## src/rtl/ssd_pkg.sv

```systemverilog
`default_nettype none
package ssd_pkg;

  localparam int DigitCountDefault = 8;
  localparam int SymbolCount = 46;
  localparam int EnableWidth = 8;
  localparam logic [7:0] BlankPattern = 8'hFF;
  localparam logic [7:0] PointBit = 8'h80;

  typedef enum logic [2:0] {
    CMD_SET_SYMBOL = 3'd0,
    CMD_SET_RAW    = 3'd1,
    CMD_SET_POINT  = 3'd2,
    CMD_READ       = 3'd3,
    CMD_CLEAR_ALL  = 3'd4,
    CMD_TICK       = 3'd5
  } cmd_e;

  typedef enum logic [1:0] {
    CFG_COMMON_CATHODE = 2'd0,
    CFG_DIGITS_IN_USE  = 2'd1,
    CFG_DIGIT_ON_LEVEL = 2'd2
  } cfg_e;

  typedef enum logic {
    ST_IDLE = 1'b0,
    ST_EXEC = 1'b1
  } st_e;

  typedef struct packed {
    logic [2:0] command;
    logic [2:0] digit_index;
    logic [5:0] symbol_code;
    logic [7:0] raw_segments;
    logic       point_on;
  } ssd_in_t;

  typedef struct packed {
    logic [7:0] segment_drive;
    logic [7:0] digit_enables;
    logic [7:0] read_pattern;
  } ssd_out_t;

  typedef struct packed {
    logic       pat_we;
    logic       pt_we;
    logic       clear;
    logic       rd_en;
    logic [7:0] pat_wdata;
    logic       pt_wdata;
  } mem_req_t;

  typedef struct packed {
    logic [7:0] pattern;
    logic       point;
  } mem_rsp_t;

  function automatic logic [7:0] symbol_lookup(input logic [5:0] code);
    logic [7:0] p;
    case (code)
      6'd0:  p = 8'hC0;
      6'd1:  p = 8'hF9;
      6'd2:  p = 8'hA4;
      6'd3:  p = 8'hB0;
      6'd4:  p = 8'h99;
      6'd5:  p = 8'h92;
      6'd6:  p = 8'h82;
      6'd7:  p = 8'hF8;
      6'd8:  p = 8'h00;
      6'd9:  p = 8'h90;
      6'd10: p = 8'h88;
      6'd11: p = 8'h83;
      6'd12: p = 8'hC6;
      6'd13: p = 8'hA1;
      6'd14: p = 8'h86;
      6'd15: p = 8'h8E;
      6'd16: p = 8'h90;
      6'd17: p = 8'h8B;
      6'd18: p = 8'hCF;
      6'd19: p = 8'hF1;
      6'd20: p = 8'hFF;
      6'd21: p = 8'hF7;
      6'd22: p = 8'hAF;
      6'd23: p = 8'h92;
      6'd24: p = 8'h87;
      6'd25: p = 8'hCE;
      6'd26: p = 8'hC1;
      6'd27: p = 8'hC8;
      6'd28: p = 8'h8C;
      6'd29: p = 8'hE3;
      6'd30: p = 8'h89;
      6'd31: p = 8'hA1;
      6'd32: p = 8'hC7;
      6'd33: p = 8'h80;
      6'd34: p = 8'hFF;
      6'd35: p = 8'h84;
      6'd36: p = 8'hA0;
      6'd37: p = 8'hB6;
      6'd38: p = 8'hFE;
      6'd39: p = 8'hFD;
      6'd40: p = 8'hFB;
      6'd41: p = 8'hF7;
      6'd42: p = 8'hEF;
      6'd43: p = 8'hDF;
      6'd44: p = 8'hBF;
      6'd45: p = 8'h00;
      default: p = BlankPattern;
    endcase
    return p;
  endfunction

endpackage
`default_nettype wire

```

## src/rtl/ssd_store.sv

```systemverilog
`default_nettype none
module ssd_store
  import ssd_pkg::*;
#(
  parameter int DIGIT_COUNT = DigitCountDefault,
  localparam int AW = (DIGIT_COUNT > 1) ? $clog2(DIGIT_COUNT) : 1
) (
  input  wire logic          clk_i,
  input  wire logic          rst_ni,
  input  wire mem_req_t      req_i,
  input  wire logic [AW-1:0] addr_i,
  output mem_rsp_t           rsp_o
);

  logic [7:0] pat_mem [DIGIT_COUNT];
  logic       pt_mem  [DIGIT_COUNT];

  logic [DIGIT_COUNT-1:0] pat_vld_q, pat_vld_d;
  logic [DIGIT_COUNT-1:0] pt_vld_q, pt_vld_d;
  logic [7:0] pat_rd_q;
  logic       pt_rd_q;
  logic       pat_ok_q, pat_ok_d;
  logic       pt_ok_q, pt_ok_d;

  // pattern and point memories, synchronous read
  always_ff @(posedge clk_i) begin
    if (req_i.pat_we) begin
      pat_mem[addr_i] <= req_i.pat_wdata;
    end
    if (req_i.pt_we) begin
      pt_mem[addr_i] <= req_i.pt_wdata;
    end
    if (req_i.rd_en) begin
      pat_rd_q <= pat_mem[addr_i];
      pt_rd_q  <= pt_mem[addr_i];
    end
  end

  // pattern entries never written since reset or clear read as blank; points never written since reset read as off
  always_comb begin
    pat_vld_d = pat_vld_q;
    pt_vld_d  = pt_vld_q;
    pat_ok_d  = pat_ok_q;
    pt_ok_d   = pt_ok_q;
    if (req_i.clear) begin
      pat_vld_d = '0;
    end
    if (req_i.pat_we) begin
      pat_vld_d[addr_i] = 1'b1;
    end
    if (req_i.pt_we) begin
      pt_vld_d[addr_i] = 1'b1;
    end
    if (req_i.rd_en) begin
      pat_ok_d = pat_vld_q[addr_i];
      pt_ok_d  = pt_vld_q[addr_i];
    end
  end

  always_ff @(posedge clk_i or negedge rst_ni) begin
    if (!rst_ni) begin
      pat_vld_q <= '0;
      pt_vld_q  <= '0;
      pat_ok_q  <= 1'b0;
      pt_ok_q   <= 1'b0;
    end else begin
      pat_vld_q <= pat_vld_d;
      pt_vld_q  <= pt_vld_d;
      pat_ok_q  <= pat_ok_d;
      pt_ok_q   <= pt_ok_d;
    end
  end

  assign rsp_o.pattern = pat_ok_q ? pat_rd_q : BlankPattern;
  assign rsp_o.point   = pt_ok_q & pt_rd_q;

endmodule
`default_nettype wire

```

## src/rtl/ssd_ctrl.sv

```systemverilog
`default_nettype none
module ssd_ctrl
  import ssd_pkg::*;
#(
  parameter int DIGIT_COUNT = DigitCountDefault,
  localparam int AW = (DIGIT_COUNT > 1) ? $clog2(DIGIT_COUNT) : 1
) (
  input  wire logic          clk_i,
  input  wire logic          rst_ni,
  input  wire logic          start,
  output logic               busy,
  input  wire ssd_in_t       cmd_i,
  output logic               result_valid_o,
  output ssd_out_t           result_o,
  input  wire logic          cfg_valid_i,
  output logic               cfg_ready_o,
  input  wire logic [1:0]    cfg_index_i,
  input  wire logic [3:0]    cfg_data_i,
  output mem_req_t           req_o,
  output logic [AW-1:0]      addr_o,
  input  wire mem_rsp_t      rsp_i
);

  localparam int IW = (AW > 3) ? AW : 3;
  localparam int LimInt = (DIGIT_COUNT < EnableWidth) ? DIGIT_COUNT : EnableWidth;
  localparam logic [3:0] Lim = 4'(LimInt);

  st_e state_q, state_d;

  logic       cathode_q, cathode_d;
  logic [3:0] in_use_q, in_use_d;
  logic       on_level_q, on_level_d;

  logic [2:0] scan_q, scan_d;
  logic [2:0] pos_q, pos_d;
  cmd_e       cmd_q, cmd_d;
  logic       ok_q, ok_d;

  logic [7:0] drive_q, drive_d;
  logic [7:0] enable_q, enable_d;
  logic [7:0] readback_q, readback_d;
  logic       done_q, done_d;

  logic       accept;
  cmd_e       cmd_in;
  logic       idx_ok;
  logic [3:0] count;
  logic [2:0] pos_cur;
  logic [3:0] pos_inc;
  logic [IW-1:0] addr_ext;
  logic [7:0] drive_raw;
  logic [7:0] pos_bit;

  assign accept = start && !busy;
  assign cmd_in = cmd_e'(cmd_i.command);
  assign idx_ok = (32'(cmd_i.digit_index) < DIGIT_COUNT);

  always_comb begin
    if (in_use_q == 4'd0) begin
      count = 4'd1;
    end else if (in_use_q > Lim) begin
      count = Lim;
    end else begin
      count = in_use_q;
    end
  end

  assign pos_cur  = ({1'b0, scan_q} >= count) ? 3'd0 : scan_q;
  assign pos_inc  = {1'b0, pos_cur} + 4'd1;
  assign addr_ext = (cmd_in == CMD_TICK) ? IW'(pos_cur) : IW'(cmd_i.digit_index);
  assign addr_o   = addr_ext[AW-1:0];

  // next state
  always_comb begin
    case (state_q)
      ST_IDLE: state_d = accept ? ST_EXEC : ST_IDLE;
      ST_EXEC: state_d = ST_IDLE;
      default: state_d = ST_IDLE;
    endcase
  end

  // outputs of the sequencer
  always_comb begin
    busy  = (state_q == ST_EXEC);
    req_o = '0;
    req_o.pat_wdata = symbol_lookup(cmd_i.symbol_code);
    req_o.pt_wdata  = cmd_i.point_on;
    if (accept) begin
      case (cmd_in)
        CMD_SET_SYMBOL: req_o.pat_we = idx_ok;
        CMD_SET_RAW: begin
          req_o.pat_we    = idx_ok;
          req_o.pat_wdata = ~cmd_i.raw_segments;
        end
        CMD_SET_POINT: req_o.pt_we = idx_ok;
        CMD_READ:      req_o.rd_en = idx_ok;
        CMD_CLEAR_ALL: req_o.clear = 1'b1;
        CMD_TICK:      req_o.rd_en = 1'b1;
        default:       req_o.rd_en = 1'b0;
      endcase
    end
  end

  // transaction capture and scan advance
  always_comb begin
    cmd_d  = cmd_q;
    ok_d   = ok_q;
    pos_d  = pos_q;
    scan_d = scan_q;
    if (accept) begin
      cmd_d = cmd_in;
      ok_d  = idx_ok;
      pos_d = pos_cur;
      if (cmd_in == CMD_TICK) begin
        scan_d = (pos_inc >= count) ? 3'd0 : pos_inc[2:0];
      end
    end
  end

  // configuration writes
  assign cfg_ready_o = 1'b1;

  always_comb begin
    cathode_d  = cathode_q;
    in_use_d   = in_use_q;
    on_level_d = on_level_q;
    if (cfg_valid_i && cfg_ready_o) begin
      case (cfg_e'(cfg_index_i))
        CFG_COMMON_CATHODE: cathode_d  = cfg_data_i[0];
        CFG_DIGITS_IN_USE:  in_use_d   = cfg_data_i;
        CFG_DIGIT_ON_LEVEL: on_level_d = cfg_data_i[0];
        default:            in_use_d   = in_use_q;
      endcase
    end
  end

  // result computation from the registered memory read
  always_comb begin
    drive_raw = rsp_i.point ? (rsp_i.pattern & ~PointBit) : (rsp_i.pattern | PointBit);
    pos_bit   = 8'd1 << pos_q;
    drive_d    = drive_q;
    enable_d   = enable_q;
    readback_d = readback_q;
    done_d     = 1'b0;
    if (state_q == ST_EXEC) begin
      done_d     = 1'b1;
      readback_d = (cmd_q == CMD_READ && ok_q) ? rsp_i.pattern : 8'd0;
      if (cmd_q == CMD_TICK) begin
        drive_d  = cathode_q ? ~drive_raw : drive_raw;
        enable_d = on_level_q ? pos_bit : ~pos_bit;
      end
    end
  end

  always_ff @(posedge clk_i or negedge rst_ni) begin
    if (!rst_ni) begin
      state_q    <= ST_IDLE;
      cathode_q  <= 1'b0;
      in_use_q   <= 4'd4;
      on_level_q <= 1'b1;
      scan_q     <= 3'd0;
      pos_q      <= 3'd0;
      cmd_q      <= CMD_SET_SYMBOL;
      ok_q       <= 1'b0;
      drive_q    <= 8'd0;
      enable_q   <= 8'd0;
      readback_q <= 8'd0;
      done_q     <= 1'b0;
    end else begin
      state_q    <= state_d;
      cathode_q  <= cathode_d;
      in_use_q   <= in_use_d;
      on_level_q <= on_level_d;
      scan_q     <= scan_d;
      pos_q      <= pos_d;
      cmd_q      <= cmd_d;
      ok_q       <= ok_d;
      drive_q    <= drive_d;
      enable_q   <= enable_d;
      readback_q <= readback_d;
      done_q     <= done_d;
    end
  end

  assign result_valid_o         = done_q;
  assign result_o.segment_drive = drive_q;
  assign result_o.digit_enables = enable_q;
  assign result_o.read_pattern  = readback_q;

  a_accept_busy: assert property (@(posedge clk_i) disable iff (!rst_ni)
    accept |=> busy) else $error("no execute cycle after accept");

  a_exec_strobe: assert property (@(posedge clk_i) disable iff (!rst_ni)
    (state_q == ST_EXEC) |=> result_valid_o) else $error("missing result strobe");

  a_strobe_single: assert property (@(posedge clk_i) disable iff (!rst_ni)
    result_valid_o |=> !result_valid_o) else $error("result strobe held");

  a_scan_range: assert property (@(posedge clk_i) disable iff (!rst_ni)
    (accept && cmd_in == CMD_TICK) |=> ({1'b0, scan_q} < count))
    else $error("scan position past digit count");

endmodule
`default_nettype wire

```

## src/rtl/seven_segment_scan_driver_top.sv

```systemverilog
`default_nettype none
// multiplexed seven-segment scan driver
// command channel: a transaction is accepted on a rising edge with start high
// and busy low; cmd_i carries command, digit index, symbol code, raw segments
// and point state
// every command yields one result on result_o, shown for one cycle with
// result_valid_o high; the receiver cannot stall, so results are never held
// the strobe is high in the cycle after the execute cycle; a command runs
// through its accept cycle and the execute cycle, since the digit memories
// are read through a registered read before the result is formed, and busy
// is high in the execute cycle
// configuration channel: cfg_valid_i/cfg_ready_o, cfg_index_i, cfg_data_i;
// ready is always high; the user writes only while no command is in flight,
// unenforced; tick drives the current digit's segments/enables, advances scan
// reset: all digits blank, points off, scan position 0, drive and enables 0,
// anode polarity, four digits in use, enable level high; no clearing pass
module seven_segment_scan_driver_top
  import ssd_pkg::*;
#(
  parameter int DIGIT_COUNT = DigitCountDefault
) (
  input  wire logic       clk_i,
  input  wire logic       rst_ni,
  input  wire logic       start,
  output logic            busy,
  input  wire ssd_in_t    cmd_i,
  output logic            result_valid_o,
  output ssd_out_t        result_o,
  input  wire logic       cfg_valid_i,
  output logic            cfg_ready_o,
  input  wire logic [1:0] cfg_index_i,
  input  wire logic [3:0] cfg_data_i
);

  localparam int AW = (DIGIT_COUNT > 1) ? $clog2(DIGIT_COUNT) : 1;

  mem_req_t      req;
  mem_rsp_t      rsp;
  logic [AW-1:0] addr;

  ssd_ctrl #(
    .DIGIT_COUNT(DIGIT_COUNT)
  ) u_ctrl (
    .clk_i          (clk_i),
    .rst_ni         (rst_ni),
    .start          (start),
    .busy           (busy),
    .cmd_i          (cmd_i),
    .result_valid_o (result_valid_o),
    .result_o       (result_o),
    .cfg_valid_i    (cfg_valid_i),
    .cfg_ready_o    (cfg_ready_o),
    .cfg_index_i    (cfg_index_i),
    .cfg_data_i     (cfg_data_i),
    .req_o          (req),
    .addr_o         (addr),
    .rsp_i          (rsp)
  );

  ssd_store #(
    .DIGIT_COUNT(DIGIT_COUNT)
  ) u_store (
    .clk_i  (clk_i),
    .rst_ni (rst_ni),
    .req_i  (req),
    .addr_i (addr),
    .rsp_o  (rsp)
  );

endmodule
`default_nettype wire
```

## config.mk

```make
export PLATFORM = sky130hd
export DESIGN_NAME = seven_segment_scan_driver_top
export DESIGN_NICKNAME = d
export VERILOG_FILES = /design/src/rtl/ssd_pkg.sv /design/src/rtl/ssd_store.sv /design/src/rtl/ssd_ctrl.sv /design/src/rtl/seven_segment_scan_driver_top.sv
export SDC_FILE = /design/constraint.sdc
export NUM_CORES = 1
export LEC_CHECK = 0
export ABC_AREA = 1
export ABC_CLOCK_PERIOD_IN_PS = 3100
export CAP_MARGIN = 20
export CORE_MARGIN = 2
export CORE_UTILIZATION = 57
export DETAILED_ROUTE_END_ITERATION = 16
export DONT_BUFFER_PORTS = 1
export HOLD_SLACK_MARGIN = 0.15
export MAX_ROUTING_LAYER = met4
export PLACE_DENSITY = 0.75
export SLEW_MARGIN = 20
export SYNTH_ARGS = -nofsm -noshare
export SYNTH_HDL_FRONTEND = slang
export SYNTH_SLANG_ARGS = --single-unit
```

## constraint.sdc

```tcl
create_clock -name clk_i -period 3.1 [get_ports clk_i]
set_clock_uncertainty 0.15 [all_clocks]
set_input_delay 0.465 -clock clk_i [delete_from_list [all_inputs] [get_ports clk_i]]
set_output_delay 0.465 -clock clk_i [all_outputs]
set_load 0.02 [all_outputs]
```

# Word level (Yosys, flattened, before mapping)
# Memories as Yosys holds them, arrays and structs flattened. A register that Yosys moved wholly into a read port is not among the register bits.
# Cells that the tools add are included.
# Widths: inputs -> output; s select.
classes:
  add_sub_neg: 1
  n_lt_le_gt_ge: 5
  n_eq_ne: 9
  shifts: 1
  muxes: 31
  n_bitwise: 7
  reduce_logical: 14
ops:
  columns: ["op", "count"]
  rows:
  - ["$mux 8", 8]
  - ["$not 8->8", 3]
  - ["$or 8x8->8", 2]
  - ["$mux 1", 13]
  - ["$mux 12", 1]
  - ["$reduce_and 2->1", 5]
  - ["$eq 3x2->1 const B", 3]
  - ["$eq 3x3->1 const B", 3]
  - ["$mux 3", 3]
  - ["$mux 4", 2]
  - ["$shl 1x3->8 const A", 1]
  - ["$bmux 1 s3", 2]
  - ["$add 3x1->4 const B", 1]
  - ["$ge 3x4->1", 1]
  - ["$ge 4x4->1", 1]
  - ["$gt 4x4->1 const B", 1]
  - ["$logic_not 4->1", 1]
  - ["$lt 3x4->1 const B", 1]
  - ["$reduce_or 2->1", 2]
  - ["$demux 1 s3", 1]
  - ["$eq 3x1->1 const B", 1]
  - ["$ge 3x1->1 const B", 1]
  - ["$logic_and 1x1->1", 3]
  - ["$logic_not 3->1", 1]
  - ["7 further kinds", 7]
totals:
  regBits: 60
  ramBits: 72
  rom_bits: 512
  in_bits: 31
  output_inout_bits: 27
  wordCells: 87
  mem_count: 3
memory_table:
  columns: ["name", "words", "word_bits", "rd", "rd_ports_with_merged_regs", "wr", "line_no", "rtl"]
  rows:
  - ["(no name shown)", 64, 8, 1, 0, 0, "ssd_pkg.sv:60", "case (code)"]
  - ["u_store.pat_mem", 8, 8, 1, 1, 1, "ssd_store.sv:15", "logic [7:0] pat_mem [DIGIT_COUNT];"]
  - ["u_store.pt_mem", 8, 1, 1, 1, 1, "ssd_store.sv:16", "logic pt_mem [DIGIT_COUNT];"]

# Longest topological paths before layout
# Gate-level depths: netlist of the first run.
depth:
  word_depth: 12
  depth_mapped: 19
  mapped_depth_nobuf: 19

# Hierarchy
# From an unflattened synthesis of the first run, not the netlist that was laid out.
hier_totals:
  cells_unflattened: 789
  area_unflattened_um2: 7030.5
by_module_without_submodules:
  columns: ["module", "instances", "cells_each", "area_each_um2", "seq_area_each_um2"]
  rows:
  - ["ssd_store", 1, 386, 4126.5, 2882.8]
  - ["ssd_ctrl", 1, 403, 2904.0, 1053.5]

# Least setup slack after synthesis of the first run
# Ideal clock, no wire load.
synth_path:
  path_type: "flip-flop to flip-flop"
  start: "register u_ctrl.in_use_q[1]"
  end: "register u_ctrl.scan_q[1]"
  setup_time_ns: 0.083
  t_arrival_ns: 2.650
  required_ns: 2.867
  setup_slack_ns: 0.218
  stages_incl_launch_ff: 19
  path_buffers: 0
  period_less_slack_ns: 2.882
  path_cell_list: "dfrtp_1 or2_2 o21ai_0 nand2_1 ha_1 nand2_1 nand2_1 nand2_4 nand2_1 inv_1 ha_1 ha_1 inv_1 a21oi_1 o21ai_0 nand2_1 a21oi_1 nand3_1 o21ai_0"
synth_via:
  elab_chain_cells: 8
  elab_cells_between_ends: 9
  cone_classes: "add/sub: 1; order compare: 3; mux: 4; reduce/logical: 1"
synth_rtl:
  columns: ["item", "line_no", "rtl"]
  rows:
  - ["from (decl)", "ssd_ctrl.sv:31", "logic [3:0] in_use_q, in_use_d;"]
  - ["from (signal assigned)", "ssd_ctrl.sv:172", "in_use_q <= in_use_d;"]
  - ["$gt 4x4->1", "ssd_ctrl.sv:61", "end else if (in_use_q > Lim) begin"]
  - ["$mux 4", "ssd_ctrl.sv:61", null]
  - ["$mux 4 *", "ssd_ctrl.sv:59", "if (in_use_q == 4'd0) begin"]
  - ["$ge 3x4->1 *", "ssd_ctrl.sv:68", "assign pos_cur = ({1'b0, scan_q} >= count) ? 3'd0 : scan_q;"]
  - ["$mux 3 *", "ssd_ctrl.sv:68", null]
  - ["named net u_ctrl.pos_cur[0]", "ssd_ctrl.sv:48", "logic [2:0] pos_cur;"]
  - ["$add 3x1->4 *", "ssd_ctrl.sv:69", "assign pos_inc = {1'b0, pos_cur} + 4'd1;"]
  - ["$ge 4x4->1", "ssd_ctrl.sv:115", "scan_d = (pos_inc >= count) ? 3'd0 : pos_inc[2:0];"]
  - ["$mux 3 *", "ssd_ctrl.sv:115", null]
  - ["to (signal assigned)", "ssd_ctrl.sv:174", "scan_q <= scan_d;"]
  - ["to (decl)", "ssd_ctrl.sv:34", "logic [2:0] scan_q, scan_d;"]
# Mark *: on every way through the listed nets, which the timed path passes. The rest lies on a longest branch.
# A chain may end at the register's enable or synchronous reset.

# Worst setup path after layout of the first run
# Same ends and word-level chain as after synthesis.

==> impl_metrics.ini, run 1 <==
[run_status]
outcome = finished, final reports clean

[power_and_ir_drop]
intPower_w = 0.00426
p_sw_frac = 0.290
power_w = 0.00600
max-vdd-ir-drop_mv = 0.412
power_frac_clock = 0.396
combPwrFrac = 0.180
p_leak_nw = 3.42
pwr-share-seq = 0.423
switchingPower_w = 0.00174
cellPowerDensity_nw_per_um2 = 748

[worst_setup_path]
arrival_ps = 3180
cp-start-kind = register
worst-setup-path-type = register to register
required_ps = 3300
worstSetupEndpointType = register
critPathMaxFanout = 3

[synthesis]
synth_top_area_share = 0.354
synth_edf_count = 81
synth_nets = 790
async_flop_share = 0.426
synth-main-ff-cell = edfxtp_1
syn_inst = 743
synth_area_um2 = 6870
yosysWarnings = 0
ys_ff_latch = 141
synth_area_leader_cell = edfxtp_1
synth_area_leaders = edfxtp_1 35%, dfrtp_1 21%, nand2_1 12%
ys_types = 40
syn_avg_cell_area_um2 = 9.25
ys_seq_area_frac = 0.573

[grt]
grt_max_degree = 61
grt_pass1_vias = 5103
grt_overflow = 0
grt_use_total = 0.265
antenna_found_initial = 0
grt_pass1_wl_um = 25500

[clock_network]
htree_levels = 4
numClockSinks = 141
cts_tree = built
path_clk_slew_ps = 60
clockRootBuffer = clkbuf_16
clk_latency_ps = 430
clk_path_buf_depth = 2
cts-buffers-inserted = 17

[place]
dpl_cell_area_um2 = 7110
routabilityCongestion = 0.863
dp_hpwl_um = 10400
port_buffers = 0
dp_cells = 886

[timing]
max_freq_mhz = 335
finalHoldViolCount = 0
relSlewSlack = 0.519
drv_slew = 0
period_share = 0.963
layout_min_cycle_time_ps = 2980
setup_viol = 0
worst_pin_slew_ps = 720

[finish]
syn_to_final_growth_pct = 16.8
drive_above_1_share = 0.127
fin_nets = 822
nFillCells = 908
fin_area_um2 = 8030
antenna_cells = 0
instances_no_fill = 935

[routing]
drtIter0Drc = 479
vias_per_cell = 5.76
firstDrtPassIters = 5
drc = 0
drt_wl_total_um = 16100
routed-via-count = 5384
drtAntennaViolNets = 0
wire_per_inst_um = 17.2

[hold_path]
hold_path_class = input port to register

[die]
die_area_um2 = 13000
core_um2 = 11900
rows = 40
die_h_um = 114
start_util = 0.577
die_w_um = 114
io_pins = 58

[run]
cap_violations = 0
## placed cells by master, fill, tap and decap left out, types with 2 or more instances in the layout
cell type and n:
a211oi_1 2, a21oi_1 54, a21oi_2 2, a22oi_1 2, a31oi_1 2, a32oi_1 2, buf_12 2, buf_4 25
bufinv_16 7, clkbuf_16 17, clkbuf_8 2, clkinv_2 3, clkinvlp_4 2, dfrtp_1 58, dfstp_2 2, dlygate4sd3_1 14
edfxtp_1 81, ha_1 16, inv_1 50, inv_2 8, mux2_2 2, nand2_1 216, nand2_2 6, nand2_4 2
nand3_1 44, nand3_2 2, nand3b_1 2, nand4_1 2, nor2_1 34, nor2_2 3, nor3_1 3, o211ai_1 5
o21ai_0 56, o21ai_1 23, or2_2 9, xor2_1 16
## stage by stage
stage,worst slack [ps],TNS (ps),hold slack [ps],utilization
finish,116,0,165,0.674
detailed placement,-16.0,-20.4,20.8,0.597
floorplan,218,0,19.4,-
global route,-15.2,-25.1,162,0.674
CTS,2.74,0,157,0.670
global placement,91.2,0,20.6,0.597
## cells in the mapped netlist (16+ instances only)
cell and n:
o21ai_1 20, o21ai_0 60, inv_1 50, a21oi_1 56, nor2_1 34, nand3_1 45
xor2_1 16, ha_1 16, dfrtp_1 58, nand2_1 219, edfxtp_1 81
## layer usage
layer | vias to the layer above | routed length (um) | track usage
li1 | 2563 | - | -
met1 | 2570 | 6550 | 0.318
met2 | 220 | 8070 | 0.439
met3 | 31 | 1140 | 0.0712
met4 | 0 | 302 | 0.0870
met5 | - | 0 | -
## flip-flops by register name, indices dropped and copies added, names as in the netlist
| register | count |
|---|---|
| u_ctrl.readback_q | 8 |
| u_store.pt_mem | 8 |
| u_store.pat_mem | 64 |
| u_ctrl.in_use_q | 4 |
| u_ctrl.drive_q | 8 |
| u_ctrl.cathode_q | 1 |
| u_store.pat_ok_q | 1 |
| u_ctrl.on_level_q | 1 |
| u_store.pat_rd_q | 8 |
| u_ctrl.enable_q | 8 |
| u_store.pt_vld_q | 8 |
| u_ctrl.pos_q | 3 |
| u_store.pt_ok_q | 1 |
| u_ctrl.scan_q | 3 |
| u_ctrl.busy | 1 |
| u_store.pat_vld_q | 8 |
| u_store.pt_rd_q | 1 |
| u_ctrl.result_valid_o | 1 |
| u_ctrl.cmd_q | 3 |
| u_ctrl.ok_q | 1 |
## worst paths after layout
path | from | endpoint | slack (ps) | depth (start not counted)
setup / recovery | u_ctrl.in_use_q[1] | u_ctrl.scan_q[1] | 120 | 18
hold / removal | cmd_i[18] | u_store.pat_ok_q | 170 | 3
setup reg to reg | u_ctrl.in_use_q[1] | u_ctrl.scan_q[1] | 120 | 18
hold reg to reg | u_store.pt_vld_q[7] | u_store.pt_vld_q[7] | 310 | 2
max in group asynchronous | rst_ni | u_ctrl.in_use_q[2] | 2030 | 2
min in group asynchronous | rst_ni | u_store.pt_vld_q[1] | 480 | 2
## power by group through the flow
stage	Clock, W	Sequential (W)	Combinational (W)
2_1_floorplan	0	0.00252	0.000746
3_3_place_gp	0	0.00256	0.000927
4_1_cts	0.00240	0.00253	0.00102
3_5_place_dp	0	0.00257	0.000963
5_1_grt	0.00248	0.00257	0.00122
6_report	0.00238	0.00254	0.00108
## final cells by class
type,count,area [um^2],share of cell area
clock buffer,20,457,0.0569
clock inverter,12,240,0.0299
inverter,59,221,0.0276
multi-input combinational,514,2600,0.323
sequential,141,3940,0.490
tap,147,184,0.0229
timing repair buffer,42,395,0.0492
## logic make-up (layout without fill, tap and decap cells)
group | after synthesis | in the layout | synth area share
AOI/OAI and AO/OA | 152 | 152 | 0.117
buffers and inverters | 88 | 133 | 0.0555
muxes | 2 | 2 | 0.00328
other | 1 | 1 | 0.000546
adders and majority gates | 16 | 16 | 0.0291
xor gates and xnor gates | 17 | 17 | 0.0217
DFF | 141 | 141 | 0.573
and+or+nand+nor | 326 | 326 | 0.200
## critical path, stage by stage, from the launching register on
cell and delay (ps):
dfrtp_1 400, or2_4 270, o21ai_1 120, nand2_1 90, ha_1 290, nand2_1 60
nand2_2 90, nand2_4 60, nand2_2 90, inv_1 70, ha_1 290, ha_1 280
inv_1 50, a21oi_1 30, o21ai_1 110, nand2_1 80, a21oi_2 200, nand3_1 90
o21ai_1 90
## timing repair
item,CTS,global route
resized for setup,2,12
buffers inserted,1,1
hold buffers,15,0
endpoints found under the hold margin,77,0
pin swaps,2,3
setup endpoints to repair,2,36
(Power assumes the default switching activity.)
==> inputs of run 2 (changes only) <==
ABC_AREA = default   (was 1)
==> impl_metrics.ini, run 2 <==
[run_status]
outcome = finished, violations left
failed_checks = setup timing

[worst_setup_path]
r2r_cells = 15
cpMostUsedCell = buf_4
critPathSlowestCell = dfstp_2
crit_end = u_store.pat_rd_q[0]
worstReg2RegStart = u_ctrl.in_use_q[2]
cp.depth = 15
cp_num_buf_inv = 6
worstSetupEndpointType = register
critPathMaxFanout = 4
crit_start = u_ctrl.in_use_q[2]
critical_path.max_stage_delay_ps = 540
cp-start-kind = register
cp_cell_sequence = buf_4 -> nand2_2 -> ha_1 -> nand2b_4 -> o31ai_2 -> or2_4 -> inv_4 -> buf_4 -> buf_4 -> a21oi_2 -> nor2_1 -> buf_4 -> buf_4 -> a221oi_2 -> o22ai_2
worst-setup-path-type = register to register
required_ps = 3110
arrival_ps = 3330
r2r-end = u_store.pat_rd_q[0]
cpLargestDelayFamily = compound AO/OA/AOI/OAI gates
reg2reg_slack_ps = -220

[routing]
drc = 0
vias_per_cell = 6.14
routed-via-count = 5137
drt_wl_total_um = 17900
drtIter0Drc = 403
drtAntennaViolNets = 0
wire_per_inst_um = 21.4
firstDrtPassIters = 5

[clock_network]
htree_levels = 4
numClockSinks = 141
cts_tree = built
clk_latency_ps = 420
cts-buffers-inserted = 17
clk_path_buf_depth = 2
path_clk_slew_ps = 60
clockRootBuffer = clkbuf_16

[finish]
fin_nets = 723
top_register = u_store.pat_mem
final_common_cell = edfxtp_1
final_cell_mix = 81 x edfxtp_1, 59 x nand2_1, 58 x buf_4, 58 x dfrtp_1, 33 x o21ai_0
drive_above_1_share = 0.300
syn_to_final_growth_pct = 28.8
largest_register_ffs = 64

[grt]
antenna_found_initial = 1
grt_max_degree = 61
grt_overflow = 0
grt_use_total = 0.285
grt_pass1_wl_um = 27300
grt_pass1_vias = 5253

[hold_path]
hold_path_class = input port to register

[timing]
relSlewSlack = 0.448
rsz0062_at_grt = true
hold_ws_ps = 167
drv_slew = 0
worst_pin_slew_ps = 820
period_share = 1.07
finalHoldViolCount = 0
setup_viol = 32
layout_setup_ws_ps = -220
layout_min_cycle_time_ps = 3320
max_freq_mhz = 301

[synthesis]
syn_avg_cell_area_um2 = 11.6
synth_area_leaders = edfxtp_1 35%, dfrtp_1 21%, nand2_1 3.6%
synth_area_um2 = 6910
synth_area_leader_cell = edfxtp_1
yosysWarnings = 0
synth-main-ff-cell = edfxtp_1
ys_seq_area_frac = 0.570
async_flop_share = 0.426
synth.most_common_cell = edfxtp_1
ys_types = 65
synth_edf_count = 81
synth_common_cells = 81 x edfxtp_1, 66 x nand2_1, 58 x dfrtp_1
syn_inst = 598
synth_top_area_share = 0.352
synth_nets = 645
ys_ff_latch = 141

[die]
core_um2 = 11900
rows = 40
start_util = 0.580
die_h_um = 114
die_w_um = 114
io_pins = 58
die_area_um2 = 13000

[power_and_ir_drop]
max-vdd-ir-drop_mv = 0.682
power_w = 0.00605
cellPowerDensity_nw_per_um2 = 680
p_leak_nw = 3.66

[place]
port_buffers = 0
place_ws_ps = -316
routabilityCongestion = 0.860
dp_hpwl_um = 10700

[run]
cap_violations = 0
-- run 2: changes by cell type in the layout (fill, tap and decap cells not counted), sizes merged, moves of 11 or more --
cell,previous run,this run
mux2,2,19
nor3,3,15
a21o,0,12
nand3,47,8
buf,28,88
nand2b,0,12
a221oi,0,13
o21ai,80,38
mux2i,0,22
nand2,224,66
a21oi,57,21
o22ai,0,12
inv,58,20
nor2b,0,11
-- run 2: stage by stage --
| step | TNS [ps] | instances | util | cell area (um^2) |
|---|---|---|---|---|
| 3_5_place_dp | -2960 | 751 | 0.608 | 7240 |
| 5_1_grt | -11700 | 837 | 0.747 | 8900 |
| 2_1_floorplan | -4470 | 598 | - | 6920 |
| 3_3_place_gp | -515 | 751 | 0.608 | 7240 |
| 4_1_cts | -2380 | 815 | 0.714 | 8500 |
| 6_report | -3650 | 837 | 0.747 | 8900 |
-- run 2: cells by family (layout without fill, tap and decap cells) --
kind of cell	count (synthesis)	count (layout)	share of synthesized area
AND/OR/NAND/NOR	179	179	0.129
AO/OA/AOI/OAI	141	141	0.140
flip-flops	141	141	0.570
buffers and inverters	61	152	0.0438
multiplexers	41	41	0.0656
XOR/XNOR	18	18	0.0228
adder cells (fa/ha/maj)	16	16	0.0290
other	1	2	0.000543
-- run 2: layout make-up --
cell class | instances | area, um^2
Multi-Input combinational cell | 396 | 3060
Tap cell | 147 | 184
Clock buffer | 19 | 433
Timing Repair Buffer | 100 | 985
Inverter | 20 | 77.6
Sequential cell | 141 | 3940
Clock inverter | 13 | 220
Fill cell | 709 | 3010
Antenna cell | 1 | 2.50
-- run 2: worst min path at each step --
stage,endpoint,cells after the start,start,slack (ps)
2_1_floorplan,u_ctrl.busy,0,rst_ni,20
3_3_place_gp,u_ctrl.enable_q[4],0,rst_ni,20
3_5_place_dp,u_ctrl.enable_q[3],0,rst_ni,20
4_1_cts,u_ctrl.cathode_q,2,cfg_index_i[1],170
5_1_grt,u_ctrl.cathode_q,2,cfg_index_i[1],160
6_report,u_ctrl.cathode_q,2,cfg_index_i[1],170
-- run 2: routing by layer --
metal  global-route usage  up-vias  wire (um)
li1                     -     2351          -
met1                0.341     2521       6960
met2                0.469      223       9270
met3               0.0746       42       1190
met4                0.103        0        463
met5                    -        -          0
-- run 2: timing repair --
action,in CTS,in global routing
pin swaps,20,23
setup endpoints to repair,76,109
hold buffers,12,0
cloned,2,1
buffers inserted,18,22
gates resized for setup,56,56
hold endpoints to repair,77,0
-- run 2: power breakdown --
part	internal, W	switching, W
sequential	0.00222	0.000323
clock	0.00150	0.000766
combinational	0.000617	0.000622
